===== src/sv/scc_pkg.sv =====
`timescale 1ns / 1ps
// Shared types and constants of the sliding complex correlator.
// No dependencies; every other file refers to this package by scoped names.
package scc_pkg;

    localparam int TAP_BITS      = 16;
    localparam int ACC_BITS      = 40;
    localparam int MAG_BITS      = 39;
    localparam int CNT_BITS      = 21;
    localparam int OIDX_BITS     = 20;
    localparam int LEN_BITS      = 8;
    localparam int BLEN_BITS     = 20;
    localparam int STEP_BITS     = 8;
    localparam int TIDX_BITS     = 7;
    localparam int CFG_IDX_BITS  = 2;
    localparam int CFG_DATA_BITS = 20;

    // configuration register indexes
    localparam logic [CFG_IDX_BITS-1:0] REG_REF_LENGTH   = 2'd0;
    localparam logic [CFG_IDX_BITS-1:0] REG_BLOCK_LENGTH = 2'd1;
    localparam logic [CFG_IDX_BITS-1:0] REG_STEP_SIZE    = 2'd2;

    // input item kinds
    localparam logic ACT_LOAD    = 1'b0;
    localparam logic ACT_PROCESS = 1'b1;

    typedef struct packed {
        logic signed [ACC_BITS-1:0] re;
        logic signed [ACC_BITS-1:0] im;
    } cplx_acc_t;

endpackage


===== src/sv/scc_mag.sv =====
`timescale 1ns / 1ps
// Magnitude unit: squares on a shared 20x20 multiplier, then a digit-by-digit
// integer square root, two radicand bits per cycle. Depends on scc_pkg.
module scc_mag (
    input  logic                         clk,
    input  logic                         rst_n,
    input  logic                         start,
    input  scc_pkg::cplx_acc_t           value,
    output logic                         done,
    output logic [scc_pkg::MAG_BITS-1:0] magnitude
);
    localparam int AW = scc_pkg::ACC_BITS;
    localparam int HW = AW / 2;
    localparam int RW = 2 * AW;
    localparam int SQ_STEPS = 6;
    localparam int RT_STEPS = AW;

    localparam logic [1:0] ST_IDLE = 2'd0;
    localparam logic [1:0] ST_SQ   = 2'd1;
    localparam logic [1:0] ST_RT   = 2'd2;
    localparam logic [1:0] ST_DONE = 2'd3;

    localparam logic [1:0] SH_HH = 2'd0;
    localparam logic [1:0] SH_HL = 2'd1;
    localparam logic [1:0] SH_LL = 2'd2;

    logic [1:0]      st_reg, st_next;
    logic [5:0]      cnt_reg, cnt_next;
    logic [AW-1:0]   a_reg, b_reg;
    logic [RW-1:0]   rad_reg, rad_next;
    logic [AW:0]     rem_reg, rem_next;
    logic [AW-1:0]   root_reg, root_next;
    logic [HW-1:0]   ma, mb;
    logic [1:0]      sh;
    logic [AW-1:0]   prod;
    logic [RW-1:0]   term;
    logic [AW+2:0]   rem_t, trial;

    always_comb
    begin
        ma = a_reg[AW-1:HW];
        mb = a_reg[AW-1:HW];
        sh = SH_HH;
        unique case (cnt_reg)
            6'd0: begin ma = a_reg[AW-1:HW]; mb = a_reg[AW-1:HW]; sh = SH_HH; end
            6'd1: begin ma = a_reg[AW-1:HW]; mb = a_reg[HW-1:0];  sh = SH_HL; end
            6'd2: begin ma = a_reg[HW-1:0];  mb = a_reg[HW-1:0];  sh = SH_LL; end
            6'd3: begin ma = b_reg[AW-1:HW]; mb = b_reg[AW-1:HW]; sh = SH_HH; end
            6'd4: begin ma = b_reg[AW-1:HW]; mb = b_reg[HW-1:0];  sh = SH_HL; end
            6'd5: begin ma = b_reg[HW-1:0];  mb = b_reg[HW-1:0];  sh = SH_LL; end
            default: begin ma = '0; mb = '0; sh = SH_LL; end
        endcase
        prod = AW'(ma) * AW'(mb);
        unique case (sh)
            SH_HH:   term = RW'(prod) << AW;
            SH_HL:   term = RW'(prod) << (HW + 1);
            default: term = RW'(prod);
        endcase

        rem_t = {rem_reg, rad_reg[RW-1:RW-2]};
        trial = {1'b0, root_reg, 2'b01};

        st_next   = st_reg;
        cnt_next  = cnt_reg;
        rad_next  = rad_reg;
        rem_next  = rem_reg;
        root_next = root_reg;
        unique case (st_reg)
            ST_IDLE:
            begin
                if (start)
                begin
                    st_next   = ST_SQ;
                    cnt_next  = '0;
                    rad_next  = '0;
                    rem_next  = '0;
                    root_next = '0;
                end
            end
            ST_SQ:
            begin
                rad_next = rad_reg + term;
                if (cnt_reg == 6'(SQ_STEPS - 1))
                begin
                    cnt_next = '0;
                    st_next  = ST_RT;
                end
                else
                    cnt_next = cnt_reg + 6'd1;
            end
            ST_RT:
            begin
                rad_next = rad_reg << 2;
                if (rem_t >= trial)
                begin
                    rem_next  = (AW + 1)'(rem_t - trial);
                    root_next = {root_reg[AW-2:0], 1'b1};
                end
                else
                begin
                    rem_next  = rem_t[AW:0];
                    root_next = {root_reg[AW-2:0], 1'b0};
                end
                if (cnt_reg == 6'(RT_STEPS - 1))
                    st_next = ST_DONE;
                else
                    cnt_next = cnt_reg + 6'd1;
            end
            default:
                st_next = ST_IDLE;
        endcase
    end

    always_ff @(posedge clk or negedge rst_n)
    begin
        if (!rst_n)
        begin
            st_reg  <= ST_IDLE;
            cnt_reg <= '0;
        end
        else
        begin
            st_reg  <= st_next;
            cnt_reg <= cnt_next;
        end
    end

    always_ff @(posedge clk)
    begin
        if (st_reg == ST_IDLE && start)
        begin
            // hold absolute values; the most negative code maps to 2^39
            a_reg <= value.re[AW-1] ? AW'(-value.re) : AW'(value.re);
            b_reg <= value.im[AW-1] ? AW'(-value.im) : AW'(value.im);
        end
        rad_reg  <= rad_next;
        rem_reg  <= rem_next;
        root_reg <= root_next;
    end

    assign done      = (st_reg == ST_DONE);
    assign magnitude = root_reg[AW-1] ? '1 : root_reg[scc_pkg::MAG_BITS-1:0];
endmodule


===== config.mk =====
export PLATFORM = sky130hd
export DESIGN_NAME = scc_mag
export DESIGN_NICKNAME = d
export VERILOG_FILES = /design/src/sv/scc_pkg.sv /design/src/sv/scc_mag.sv
export SDC_FILE = /design/constraint.sdc
export NUM_CORES = 2
export LEC_CHECK = 0
export BUFFER_PORTS_ARGS = -buffer_cell sky130_fd_sc_hd__buf_2
export CAP_MARGIN = 20
export CORE_MARGIN = 10
export CORE_UTILIZATION = 65
export CTS_BUF_LIST = sky130_fd_sc_hd__clkbuf_8 sky130_fd_sc_hd__clkbuf_16
export DETAILED_ROUTE_END_ITERATION = 10
export PLACE_DENSITY = 0.83
export SYNTH_ARGS = -nofsm -noshare
export SYNTH_HDL_FRONTEND = slang
export SYNTH_SLANG_ARGS = --single-unit

===== constraint.sdc =====
create_clock -name clk -period 17.2 [get_ports clk]
set_input_delay 1.72 -clock clk [delete_from_list [all_inputs] [get_ports clk]]
set_output_delay 1.72 -clock clk [all_outputs]
set_load 0.02 [all_outputs]

==> results.toml <==
[logic_synthesis]
yosys_warnings = 0
synthDistinctLibCells = 82
synth-edff-count = 241
yosysSeqAreaShare_pct = 22.50
synth_mux_area_share_pct = 0.8519
synth_seq_cells = 249
synthAdderAreaFrac_pct = 30.08
synth_top_area_share_pct = 21.90
synthXorXnorAreaFrac_pct = 5.634
synthArstFlopShare_pct = 3.213
synth_cells = 3768
yosys.area.top_type = "edfxtp_1"
synth_top_family_by_area = "adder cells"
synth_nets = 4453
synth_compound_area_share_pct = 17.75
syn-cell-area_um2 = 33050
ys.flop_type = "edfxtp_1"
synth-simple-area-share_pct = 15.54
synthTopCellsByArea = "edfxtp_1, fa_1, ha_1, inv_1, nand2_1"
avgSynthCellArea_um2 = 8.771

[floorplanning]
fp-row-count = 82
die-area_um2 = 60260
ios = 123
die_w_um = 245.5
initial_utilization_pct = 65.87
die_h_um = 245.5
core-area_um2 = 50170

[clocking]
htreeDepth = 1
path_clk_slew_ns = 0.06
post_cts_resized = 0
cts_buffers = 28
cts_num_sinks = 249
cts_root_buf = "clkbuf_16"
tritoncts = "yes"
cts_hold_buf = 0
clockBufferDepth = 3
clock_latency_ns = 0.60
post-cts-setup-buffers = 0

[drt]
first_iter_violations = 3352
avgRoutedWirePerCell_um = 22.04
via_count = 28937
drc = 0
totalWireLength_mm = 98.96
viasPerCell = 6.445
ant_nets = 0
drt-pass1-iter-count = 9

[grt]
grt_max_degree = 82
gr-total-overflow = 0
grt_pass1_wl_mm = 153.8
antenna_found_initial = 1
grt_pass1_vias = 28130
track_usage_pct = 32.13

[place]
io_buffers = 122
gp_congestion = 1.013
dpl.cell_count = 4436
place_ws_ns = 4.156
dp_hpwl_mm = 75.93

[finish]
fin_nets = 4481
syn_to_final_growth_pct = 6.550
layout-drive-gt1-share_pct = 6.866
instances_no_fill = 4490
layout_common_cells = "inv_1, nand2_1, nor2_1, fa_1, ha_1"
fin_util_pct = 70.19
final_common_cell = "inv_1"
largest_reg_flops = 80
fill_cells = 3946

[critical_path]
r2r_end = "rad_reg[79]"
critical_path.max_stage_delay_ns = 0.94
endpoint = "rad_reg[79]"
cp.arrival_ns = 13.73
r2r_slack_ns = 3.82
crit_path_max_fanout = 28
crit_path_top_delay_cell = "and2_1"
start_kind = "flip-flop"
startpoint = "cnt_reg[3]"
rr_worst_depth = 42
cp_data_required_time_ns = 17.55
crit_type = "reg -> reg"
setup.worst_path.end_class = "flip-flop"
reg2reg_from = "cnt_reg[3]"

[timing]
max_slew_margin_pct = 12.88
final_hold_viol_count = 0
finalCritPeriodShare_pct = 77.79
tns_ns = 0
fin_ws_ns = 3.820
rsz0062_at_grt = "false"
tightest_slew_ns = 1.307
finalMaxSlewViolations = 0
fin_worst_skew_ns = 0.03570
fmax_mhz = 74.74
fin_crit_ns = 13.38
finalSetupViolCount = 0

[min_path]
hold_path_class = "reg -> reg"
worstHoldStart = "cnt_reg[5]"

[flow_run]
max-cap-violations = 0

[run_status]
status = "finished, final reports clean"
==> synth_stat cells (39+ instances only) <==
master    instances
inv_1           498
nand2_1         482
nor2_1          341
fa_1            321
ha_1            281
edfxtp_1        241
a21oi_1         179
o21ai_0         177
clkbuf_1        164
xnor2_1         164
a21o_1           66
nor2b_1          55
a22oi_1          54
o22ai_1          46
xor2_1           46
nand3_1          39
==> layout make-up <==
class	instances	area, um2	area share [%]
Inverter	498	1869	5.309
Sequential cell	249	7437	21.12
Timing Repair Buffer	171	998.5	2.836
Clock buffer	32	755.7	2.146
Tap cell	672	840.8	2.388
Clock inverter	18	145.1	0.4122
Antenna cell	2	5.005	0.01421
Multi-Input combinational cell	2848	23160	65.77
==> per-stage QoR <==
step	instance area [um2]	hold slack, ns
after CTS	35170	0.5647
after global routing	35210	0.5827
final	35210	0.5694
after global placement	34270	0.5112
after floorplan	33050	0.4900
after detailed placement	34270	0.5520
==> worst min path at each step <==
stage             endpoint  cells past startpoint
6_report        cnt_reg[5]                      1
5_1_grt         cnt_reg[5]                      1
4_1_cts         cnt_reg[5]                      1
3_5_place_dp   rad_reg[56]                      2
3_3_place_gp    cnt_reg[5]                      1
2_1_floorplan   cnt_reg[5]                      1
==> cells by family (layout without fill, tap and decap cells) <==
kind of cell | count (synthesis) | after routing
compound gates | 864 | 864
xor+xnor | 211 | 211
simple gates | 1143 | 1143
flops | 249 | 249
other cells | 0 | 2
mux | 28 | 28
buf+inv | 671 | 719
fa+ha+maj | 602 | 602
==> worst max-delay path, delay by kind of cell, from the launching register on <==
kind                       cells  cell delay, ns
buffers and inverters          7            0.37
and+or+nand+nor               11            3.44
AOI/OAI and AO/OA             13            3.74
DFF                            1            0.43
xor gates and xnor gates       2            0.80
adders and majority gates      9            4.33
==> layer usage <==
metal	vias to the layer above	GRT usage, %	routed length (um)
met3	327	8.569	11890
met5	-	0	7
met1	13991	42.84	38790
met4	2	12.80	4367
met2	1645	49.14	43910
li1	12972	-	-
Power is not shown: default switching activity piles up to over one toggle a cycle in this logic, so the estimate is an artifact.
