[config.mk]
export PLATFORM = sky130hd
export DESIGN_NAME = scc_cell
export DESIGN_NICKNAME = d
export VERILOG_FILES = /design/src/sv/scc_pkg.sv /design/src/sv/scc_cell.sv
export SDC_FILE = /design/constraint.sdc
export NUM_CORES = 1
export LEC_CHECK = 0
export ABC_AREA = 1
export BUFFER_PORTS_ARGS = -buffer_cell sky130_fd_sc_hd__buf_2
export CORE_UTILIZATION = 25
export CTS_BUF_LIST = sky130_fd_sc_hd__clkbuf_16
export CTS_CLUSTER_SIZE = 8
export DETAILED_ROUTE_END_ITERATION = 12
export PLACE_DENSITY = 0.61
export SYNTH_ARGS = -nofsm -noshare
export SYNTH_HDL_FRONTEND = slang
export SYNTH_SLANG_ARGS = --single-unit
export TNS_END_PERCENT = 1
[constraint.sdc]
create_clock -name clk -period 0.9 [get_ports clk]
set_clock_uncertainty 0.1 [all_clocks]
set_input_delay 0.18 -clock clk [delete_from_list [all_inputs] [get_ports clk]]
set_output_delay 0.18 -clock clk [all_outputs]
set_load 0.02 [all_outputs]
[src/sv/scc_pkg.sv]
`timescale 1ns / 1ps
// Shared types and constants of the sliding complex correlator.
// No dependencies; every other file refers to this package by scoped names.
package scc_pkg;

    localparam int TAP_BITS      = 16;
    localparam int ACC_BITS      = 40;
    localparam int MAG_BITS      = 39;
    localparam int CNT_BITS      = 21;
    localparam int OIDX_BITS     = 20;
    localparam int LEN_BITS      = 8;
    localparam int BLEN_BITS     = 20;
    localparam int STEP_BITS     = 8;
    localparam int TIDX_BITS     = 7;
    localparam int CFG_IDX_BITS  = 2;
    localparam int CFG_DATA_BITS = 20;

    // configuration register indexes
    localparam logic [CFG_IDX_BITS-1:0] REG_REF_LENGTH   = 2'd0;
    localparam logic [CFG_IDX_BITS-1:0] REG_BLOCK_LENGTH = 2'd1;
    localparam logic [CFG_IDX_BITS-1:0] REG_STEP_SIZE    = 2'd2;

    // input item kinds
    localparam logic ACT_LOAD    = 1'b0;
    localparam logic ACT_PROCESS = 1'b1;

    typedef struct packed {
        logic signed [ACC_BITS-1:0] re;
        logic signed [ACC_BITS-1:0] im;
    } cplx_acc_t;

endpackage

[src/sv/scc_cell.sv]
`timescale 1ns / 1ps
// One correlator cell: holds one history sample and one reference tap.
// Depends on scc_pkg.
module scc_cell #(
    parameter int SAMPLE_BITS = 16
) (
    input  logic                                clk,
    input  logic                                rst_n,
    input  logic                                hist_en,
    input  logic signed [SAMPLE_BITS-1:0]       hist_in_re,
    input  logic signed [SAMPLE_BITS-1:0]       hist_in_im,
    output logic signed [SAMPLE_BITS-1:0]       hist_re,
    output logic signed [SAMPLE_BITS-1:0]       hist_im,
    input  logic                                tap_we,
    input  logic signed [scc_pkg::TAP_BITS-1:0] tap_wr_re,
    input  logic signed [scc_pkg::TAP_BITS-1:0] tap_wr_im,
    input  logic                                tap_rot,
    input  logic signed [scc_pkg::TAP_BITS-1:0] tap_in_re,
    input  logic signed [scc_pkg::TAP_BITS-1:0] tap_in_im,
    output logic signed [scc_pkg::TAP_BITS-1:0] tap_re,
    output logic signed [scc_pkg::TAP_BITS-1:0] tap_im
);
    logic signed [SAMPLE_BITS-1:0]       hist_re_reg;
    logic signed [SAMPLE_BITS-1:0]       hist_im_reg;
    logic signed [scc_pkg::TAP_BITS-1:0] tap_re_reg;
    logic signed [scc_pkg::TAP_BITS-1:0] tap_im_reg;

    // take a direct write, or the neighbor's tap while the row rotates
    always_ff @(posedge clk)
    begin
        if (tap_we)
        begin
            tap_re_reg <= tap_wr_re;
            tap_im_reg <= tap_wr_im;
        end
        else if (tap_rot)
        begin
            tap_re_reg <= tap_in_re;
            tap_im_reg <= tap_in_im;
        end
    end

    always_ff @(posedge clk or negedge rst_n)
    begin
        if (!rst_n)
        begin
            hist_re_reg <= '0;
            hist_im_reg <= '0;
        end
        else if (hist_en)
        begin
            hist_re_reg <= hist_in_re;
            hist_im_reg <= hist_in_im;
        end
    end

    assign hist_re = hist_re_reg;
    assign hist_im = hist_im_reg;
    assign tap_re  = tap_re_reg;
    assign tap_im  = tap_im_reg;
endmodule

==> results.ini, run 1 <==
[critical_path]
cp.arrival_ns = 0.88
critPathMaxFanout = 1
cp-end-kind = output port
cp_num_buf_inv = 1
path_delay_family = flip-flops
r2r_end = hist_re[8]$_DFFE_PN0P_
startpoint_type = flip-flop
critical_path_class = flip-flop to output port
slowest_stage = edfxtp_1
crit_chain = buf_6
regToRegSetupSlack_ns = 0.17
r2r-start = hist_re[8]$_DFFE_PN0P_
worst_path_largest_cell_delay_ns = 0.41
reg2reg_depth = 2
required_ns = 0.62

[clock_tree]
clk_latency_ns = 0.32
cts_buffers = 9
htreeDepth = 3
clockBufferDepth = 2
cts_root_buf = clkbuf_16
cts_setup_buffers = 0
cts_tree = built
cts_sinks = 64
clk_pin_slew_worst_paths_ns = 0.05

[drt]
routedWlPerCell_um = 11.4
dr.first_iter.drc_count = 225
via_count = 2496
drtAntennaViolNets = 0
first_pass_iters = 4
routed_via_density = 4.07
drt_wl_total_um = 7000
drc_errors = 0

[synth]
ys_ff_latch = 64
syn_avg_cell_area_um2 = 9.98
synth_nets = 374
syn_inst = 273
synth_xor_area_share_pct = 0
synth_top_family_by_area = simple AND/OR/NAND/NOR gates
syn-cell-area_um2 = 2720
synth_cell_types = 10
yosys.area_share.adder_pct = 0
yosys-mux-area-fraction_pct = 0
synth_compound_area_share_pct = 0
yosys_warnings = 0
synth_simple_gate_area_share_pct = 28.1
yosysSeqAreaShare_pct = 64.7

[placement]
portBuffers = 164
gp_congestion = 0.712
hpwl_um = 4870
postPlaceCellArea_um2 = 3610
numPlacedInstances = 565

[global_routing]
grt_pass1_vias = 2428
grt_pass1_wl_um = 10900
grt_overflow = 0
grt_use_total_pct = 12.5
grt_max_degree = 33
antenna_found_initial = 0

[sta]
fmax_mhz = 859
tightest_slew_ns = 0.447
rsz0062_at_grt = true
fin_crit_sh_pct = 129
holdWs_ns = 0.0115
fin_crit_ns = 1.16
hold_violations = 0
setup_ws_ns = -0.265
drv_slew = 0
max_slew_margin_pct = 70.2
finalSetupViolCount = 64

[outcome]
status = complete, but fails checks
violations = setup timing

[power]
power.leakage_nw = 2.31
power_density_nw_per_um2 = 1940
p_total_w = 0.00836
peakVddDrop_mv = 0.801

[flow_run]
maxCapViolations = 0

[hold_path]
hold_depth = 3
hold_start = hist_in_im[13]
hold_path_end = hist_im[13]$_DFFE_PN0P_
hp-class = input pin to flip-flop

[final_layout]
n_antenna_cell = 0
instances_no_fill = 613
syn_to_final_growth_pct = 58.3
nNetsFinal = 573
stdcell_area_um2 = 4310
drive_gt1_share_pct = 41.9
fin_util_pct = 41.2

[die]
die_w_um = 106
core-area_um2 = 10500
fp.dieH_um = 106
start_util_pct = 26.0
rows = 37
num_io_pins = 165
die_area_um2 = 11300

-- cell type report --
class	count	area [um2]
fill	1002	6150
sequential	64	1760
timing repair buffer	202	1300
multi-input combinational	193	767
clock buffer	11	275
tap	136	170
inverter	2	22.5
clock inverter	5	20.0
-- synthesized netlist by cell type (all sizes together) --
library cell  count  share of area, %
or2               1              0.23
nand2           192                28
clkbuf            2               1.0
buf              12               5.4
inv               2              0.83
dfrtp            32                29
edfxtp           32                35
-- metal layers --
| layer | GRT usage, % | vias up | share of wire [%] |
|---|---|---|---|
| met5 | 0 | - | 0 |
| met4 | 5.36 | 0 | 1.3 |
| met3 | 4.41 | 10 | 8.5 |
| met2 | 21.4 | 125 | 47 |
| met1 | 14.0 | 1116 | 43 |
| li1 | - | 1245 | - |
-- power breakdown --
part	switching (W)	leakage [nW]	total (W)	internal [W]
Combinational	0.000861	1.44	0.00151	0.000649
Clock	0.00116	0.157	0.00332	0.00215
Sequential	0.000125	0.719	0.00353	0.00340
Total	0.00215	2.31	0.00836	0.00620
-- layout by cell type, fill, tap and decap left out, drive strengths merged --
master / Yosys / layout
edfxtp: 32 / 32
dfrtp: 32 / 32
or2: 1 / 1
nand2: 192 / 192
clkbuf: 2 / 11
inv: 2 / 5
dlygate4sd3: 0 / 32
buf: 12 / 170
clkinv: 0 / 2
-- per-stage QoR --
stage / setup WS [ns] / setup TNS (ns)
5_1_grt: -0.308 / -16.74
3_3_place_gp: -0.270 / -16.61
4_1_cts: -0.284 / -15.68
3_5_place_dp: -0.296 / -17.78
6_report: -0.265 / -14.49
2_1_floorplan: -0.146 / -4.67
-- how the worst max path moves through the flow --
stage               slack, ns                  from                   end  cells after the start
floorplan               -0.15                tap_we   tap_im[0]$_DFFE_PP_                      2
global placement        -0.27                tap_we   tap_im[7]$_DFFE_PP_                      5
detailed placement      -0.30                tap_we  tap_im[11]$_DFFE_PP_                      5
CTS                     -0.28  tap_im[11]$_DFFE_PP_            tap_im[11]                      1
global route            -0.31  tap_im[11]$_DFFE_PP_            tap_im[11]                      1
finish                  -0.26  tap_im[11]$_DFFE_PP_            tap_im[11]                      1
-- kinds of logic after synthesis --
group	count (synthesis)
buf+inv	16
flops	64
simple gates	193
-- repair_timing --
action,in CTS,in global routing
hold buffers,32,0
endpoints found under the hold margin,63,0
resized for setup,6,21
endpoints found under the setup margin,64,73
Note: power is estimated with default switching activity, not from simulation.
==> run 2, diff against run 1 <==
Settings changed: PLACE_DENSITY 0.61 to unset.
==> run 2 against run 1 <==
Compared with the run above: the flow still finishes with violations (setup timing); register-to-register slack got worse by 0.11 ns; combinational power about the same; first-iteration DRC count decreased by 17%; sequential cell count stayed put; via count about the same; critical path depth stayed put; utilization is 0.19 points higher; final cell count increased by 0.16%; die area stayed put; worst hold slack better by 0.0078 ns; setup slack improved by 0.0091 ns.
==> results.ini, run 2 (synthesized netlist as in run 1, its figures left out) <==
[outcome]
violations = setup timing
status = complete, but fails checks

[drt]
via_count = 2495  ; -0.040%
drc_errors = 0  ; unchanged
routedWlPerCell_um = 11.7  ; +2.5%
drt_wl_total_um = 7190  ; +2.7%
first_pass_iters = 4  ; unchanged
routed_via_density = 4.06  ; -0.20%
drtAntennaViolNets = 0  ; unchanged
dr.first_iter.drc_count = 186  ; -17%

[clock_tree]
clockBufferDepth = 2  ; unchanged
cts_buffers = 9  ; unchanged
cts_root_buf = clkbuf_16
cts_tree = built
clk_latency_ns = 0.31  ; about the same
clk_pin_slew_worst_paths_ns = 0.06  ; about the same
htreeDepth = 3  ; unchanged
cts_sinks = 64  ; unchanged

[die]
num_io_pins = 165  ; unchanged
die_area_um2 = 11300  ; unchanged
die_w_um = 106  ; unchanged
start_util_pct = 26.0  ; unchanged
rows = 37  ; unchanged
core-area_um2 = 10500  ; unchanged
fp.dieH_um = 106  ; unchanged

[power]
power_frac_comb_pct = 17.7  ; -0.4 points
p_switching_w = 0.00224  ; +4.1%
power.leakage_nw = 2.32  ; +0.14%
clockPowerShare_pct = 41.3  ; +1.6 points
switching_share_pct = 26.1  ; +0.35 points
peakVddDrop_mv = 0.855  ; +6.8%
power_density_nw_per_um2 = 1980  ; +2.2%
power_frac_seq_pct = 41.1  ; -1.1 points
p_int_w = 0.00634  ; +2.2%

[global_routing]
antenna_found_initial = 0  ; unchanged
grt_overflow = 0  ; unchanged
grt_max_degree = 34  ; +3.0%
grt_use_total_pct = 12.7  ; +0.22 points
grt_pass1_vias = 2531  ; +4.2%
grt_pass1_wl_um = 11200  ; +2.7%

[critical_path]
cp_num_cells = 1  ; unchanged
cp-end-kind = output port
cp_num_buf_inv = 1  ; unchanged
startpoint_type = flip-flop
slowest_stage = dfrtp_1
required_ns = 0.62  ; about the same
worst_path_largest_cell_delay_ns = 0.39  ; -0.02 ns
cp.arrival_ns = 0.88  ; about the same
crit_chain = buf_2
path_delay_family = flip-flops
reg2reg_depth = 3  ; +1
critical_path_class = flip-flop to output port
critPathMaxFanout = 2  ; +1

[sta]
max_slew_margin_pct = 69.8  ; -0.47 points
fin_crit_ns = 1.16  ; -0.00908 ns
hold_violations = 0  ; unchanged
rsz0062_at_grt = true
setup_tns_ns = -14.59  ; -0.0977 ns
fmax_mhz = 865  ; +0.79%
drv_slew = 0  ; unchanged
fin_crit_sh_pct = 128  ; -1.0 points
finalSetupViolCount = 64  ; unchanged
setup_ws_ns = -0.256  ; +0.00908 ns
holdWs_ns = 0.0193  ; +0.00783 ns
tightest_slew_ns = 0.454  ; +0.00698 ns

[placement]
pre_cts_ws_ns = -0.397  ; -0.101 ns
hpwl_um = 5020  ; +3.2%
gp_congestion = 0.757  ; +6.3%
numPlacedInstances = 564  ; -0.18%
portBuffers = 164  ; unchanged

[final_layout]
multi_input_area_um2 = 767  ; unchanged
syn_to_final_growth_pct = 59.1
layout_commonest_cell = nand2_1
n_antenna_cell = 0  ; unchanged
seq_area_um2 = 1760  ; unchanged
instances_no_fill = 614  ; +0.16%
drive_gt1_share_pct = 42.3  ; +0.33 points
nNetsFinal = 574  ; +0.17%
layout_common_cells = nand2_1 (177), buf_2 (152), dlygate4sd3_1 (33), dfrtp_1 (32), edfxtp_1 (32)
n_fill_cell = 1031  ; +2.9%

[flow_run]
maxCapViolations = 0  ; unchanged

[hold_path]
hold_depth = 3  ; unchanged
hp-class = input pin to flip-flop

## run 2: area by class of cell
class,instances,area share [%]
clock buffer,10,5.78
clock inverter,6,1.33
inverter,2,0.520
multi-input combinational,193,17.7
sequential,64,40.7
tap,136,3.93
timing repair buffer,203,30.1
## run 2: what timing repair did
item,in CTS,in global routing
resized for setup,9,17
endpoints found under the setup margin,96,88
hold buffers,33,0
pin swaps,0,0
buffers inserted,0,1
endpoints found under the hold margin,64,0
## run 2: through the flow
step                      total power, W  instance area [um2]  util, %
after global placement           0.00490                 3600     34.5
after global routing             0.00897                 4330     41.4
final                            0.00858                 4330     41.4
after CTS                        0.00867                 4270     40.8
after floorplan                  0.00434                 2740        -
after detailed placement         0.00492                 3600     34.5
## run 2: metal layers
layer | vias to the layer above | share of wire [%] | track usage [%]
li1 | 1246 | - | -
met1 | 1118 | 41 | 13.4
met2 | 125 | 47 | 22.3
met3 | 6 | 11 | 5.64
met4 | 0 | 1.0 | 4.76
met5 | - | 0 | 0
## run 2: final timing paths
kind | slack, ns | end | start
worst min register to register | 0.37 | hist_re[12]$_DFFE_PN0P_ | hist_re[12]$_DFFE_PN0P_
worst max register to register | 0.06 | hist_im[3]$_DFFE_PN0P_ | hist_im[3]$_DFFE_PN0P_
worst min-delay path | 0.02 | tap_re[1]$_DFFE_PP_ | tap_in_re[1]
worst max-delay path | -0.26 | hist_im[3] | hist_im[3]$_DFFE_PN0P_
max in group asynchronous | 0.28 | hist_im[13]$_DFFE_PN0P_ | rst_n
min in group asynchronous | 0.26 | hist_im[15]$_DFFE_PN0P_ | rst_n
## run 2: power by group through the flow
stage	Clock (W)	Combinational, W	Sequential [W]
finish	0.00354	0.00152	0.00352
global route	0.00376	0.00166	0.00355
CTS	0.00367	0.00149	0.00352
detailed placement	0	0.00135	0.00357
global placement	0	0.00135	0.00356
floorplan	0	0.000391	0.00395
==> run 3, diff against run 2 <==
Settings changed: ABC_AREA 1 to unset.
==> run 3 against run 2 <==
Compared with the run above: first-iteration DRC count down 88%; sequential cell count unchanged; worst hold slack worse by 0.034 ns; critical path depth did not move; utilization is 3.5 points lower; non-clock buffer count is 33 lower; final cell count fell by 26%; the flow finishes with violations (hold timing, setup timing); global-route usage shrank 2.5 points; die area increased by 4.6%; largest power group is now sequential cells; sequential power is essentially flat; wire length decreased by 17%; critical path type unchanged.
==> results.ini, run 3 <==
[synth]
syn_inst = 137  ; -50%
synth_cell_types = 7  ; -3
ys_ff_latch = 64  ; unchanged
synth.top_cell.area_share_pct = 33.7  ; -1.6 points
syn-cell-area_um2 = 2850  ; +4.7%
synth.most_common_cell = mux2_4
syn_avg_cell_area_um2 = 20.8  ; +110%
synthTopCellsByArea = edfxtp_1 (34%), mux2_4 (31%), dfrtp_1 (28%)
yosys_warnings = 0  ; unchanged
ys.flop_type = edfxtp_1
synthArstFlopShare_pct = 50.0  ; unchanged
synth_nets = 238  ; -36%
synth_common_cells = mux2_4 (59), dfrtp_1 (32), edfxtp_1 (32)
yosysSeqAreaShare_pct = 61.8  ; -2.9 points
synth_edf_count = 32  ; unchanged
synth_area_leader_cell = edfxtp_1

[clock_tree]
cts_tree = built
htreeDepth = 3  ; unchanged
clk_latency_ns = 0.32  ; about the same
clockBufferDepth = 2  ; unchanged
hold_buffers = 1  ; -97%
cts_root_buf = clkbuf_16
cts_setup_buffers = 0  ; unchanged
cts_buffers = 9  ; unchanged
cts_sinks = 64  ; unchanged
clk_pin_slew_worst_paths_ns = 0.06  ; about the same

[final_layout]
layout_common_cells = buf_2 (154), mux2_4 (59), dfrtp_1 (32), edfxtp_1 (32), clkbuf_16 (10)
drive_gt1_share_pct = 79.4  ; +37 points
nNetsFinal = 411  ; -28%
syn_to_final_growth_pct = 46.0
n_antenna_cell = 0  ; unchanged
layout_commonest_cell = buf_2

[global_routing]
met3_usage_pct = 5.08  ; -0.56 points
grt_use_total_pct = 10.2  ; -2.5 points
antenna_found_initial = 0  ; unchanged
grt_overflow = 0  ; unchanged
grt_pass1_wl_um = 8890  ; -21%
gr-max-usage-layer = met2
grtUsageMet2_pct = 15.1  ; -7.2 points
grt_max_degree = 33  ; -2.9%
grt_pass1_vias = 1852  ; -27%
gr-usage-met1_pct = 12.3  ; -1.0 points

[power]
p_total_w = 0.00848  ; -1.2%
peakVddDrop_mv = 0.716  ; -16%
power.leakage_nw = 2.06  ; -11%
power_frac_comb_pct = 18.9  ; +1.2 points
p_switching_w = 0.00222  ; -0.99%
switching_share_pct = 26.1  ; +0.062 points
clockPowerShare_pct = 39.4  ; -1.9 points
p_int_w = 0.00626  ; -1.3%
power_frac_seq_pct = 41.7  ; +0.6 points
power_density_nw_per_um2 = 2040  ; +2.8%

[critical_path]
crit_chain = buf_2
cp-end-kind = output port
cp.arrival_ns = 0.88  ; about the same
slowest_stage = edfxtp_1
critPathMaxFanout = 1  ; -1
critical_path_class = flip-flop to output port
cp_num_buf_inv = 1  ; unchanged
required_ns = 0.62  ; about the same
worst_path_largest_cell_delay_ns = 0.38  ; about the same
startpoint_type = flip-flop
path_delay_family = flip-flops

[drt]
first_pass_iters = 4  ; unchanged
routedWlPerCell_um = 13.2  ; +13%
via_count = 1825  ; -27%
drt_wl_total_um = 6000  ; -17%
drc_errors = 0  ; unchanged
routed_via_density = 4.01  ; -1.3%
drtAntennaViolNets = 0  ; unchanged
dr.first_iter.drc_count = 23  ; -88%

[outcome]
status = complete, but fails checks
violations = hold timing, setup timing

[placement]
gp_congestion = 0.666  ; -12%
pre_cts_ws_ns = -0.381  ; +0.0159 ns
hpwl_um = 4480  ; -11%
portBuffers = 164  ; unchanged

[die]
core-area_um2 = 11000  ; +5.0%
die_area_um2 = 11800  ; +4.6%
die_w_um = 109  ; +2.3%
rows = 38  ; +2.7%
num_io_pins = 165  ; unchanged
start_util_pct = 26.0  ; -0.060 points
fp.dieH_um = 109  ; +2.3%

[sta]
hold_violations = 23  ; +23
tightest_slew_ns = 0.439  ; -0.0148 ns
holdWs_ns = -0.0144  ; -0.0337 ns
max_slew_margin_pct = 70.7  ; +0.99 points
drv_slew = 0  ; unchanged
rsz0062_at_grt = true
fin_crit_sh_pct = 129  ; +0.26 points
fmax_mhz = 864  ; -0.20%
setup_ws_ns = -0.258  ; -0.00235 ns
finalSetupViolCount = 64  ; unchanged
fin_crit_ns = 1.16  ; +0.00235 ns
setup_tns_ns = -14.84  ; -0.245 ns

[hold_path]
hp-class = input pin to flip-flop

[flow_run]
maxCapViolations = 0  ; unchanged

[run 3: stage by stage]
| step | utilization (%) | area, um2 | std cells |
|---|---|---|---|
| 2_1_floorplan | - | 2860 | 137 |
| 3_3_place_gp | 34.7 | 3810 | 438 |
| 3_5_place_dp | 34.7 | 3810 | 438 |
| 4_1_cts | 37.4 | 4110 | 455 |
| 5_1_grt | 37.9 | 4160 | 455 |
| 6_report | 37.9 | 4160 | 455 |
[run 3: layout make-up]
type	count	area, um2
multi-input combinational	65	951
tap	140	175
timing repair buffer	170	986
sequential	64	1760
clock buffer	10	250
clock inverter	6	40.0
fill	1062	6820
[run 3: cell families (layout without fill, tap and decap cells)]
kind of cell	Yosys count	count (layout)	share of synthesized area, %
buf+inv	8	186	5.00
flops	64	64	61.8
mux	64	64	33.0
simple gates	1	1	0.219
[run 3: power groups by stage]
stage          clock network (W)  logic [W]  registers, W
6_report                 0.00334    0.00160       0.00354
5_1_grt                  0.00363    0.00171       0.00357
4_1_cts                  0.00345    0.00158       0.00353
3_5_place_dp                   0    0.00157       0.00359
3_3_place_gp                   0    0.00155       0.00358
2_1_floorplan                  0   0.000566       0.00399
[run 3: what timing repair did]
item	in CTS	in global routing
setup endpoints to repair	96	69
endpoints found under the hold margin	64	31
resized for setup	1	17
[run 3: path summary, 6_finish.rpt]
path | from | endpoint | slack [ns] | cells after the start
min in group asynchronous | rst_n | hist_re[8]$_DFFE_PN0P_ | 0.09 | 2
max in group asynchronous | rst_n | hist_re[0]$_DFFE_PN0P_ | 0.25 | 3
max reg2reg | hist_re[14]$_DFFE_PN0P_ | hist_re[14]$_DFFE_PN0P_ | 0.02 | 1
min reg2reg | hist_re[5]$_DFFE_PN0P_ | hist_re[5]$_DFFE_PN0P_ | 0.41 | 1
max | tap_im[7]$_DFFE_PP_ | tap_im[7] | -0.26 | 1
min | hist_in_im[12] | hist_im[12]$_DFFE_PN0P_ | -0.01 | 2
[run 3: per-layer routing]
layer / part of all wire, % / up-vias
met1: 43 / 847
met5: 0 / -
li1: - / 853
met2: 45 / 116
met3: 11 / 9
met4: 1.5 / 0
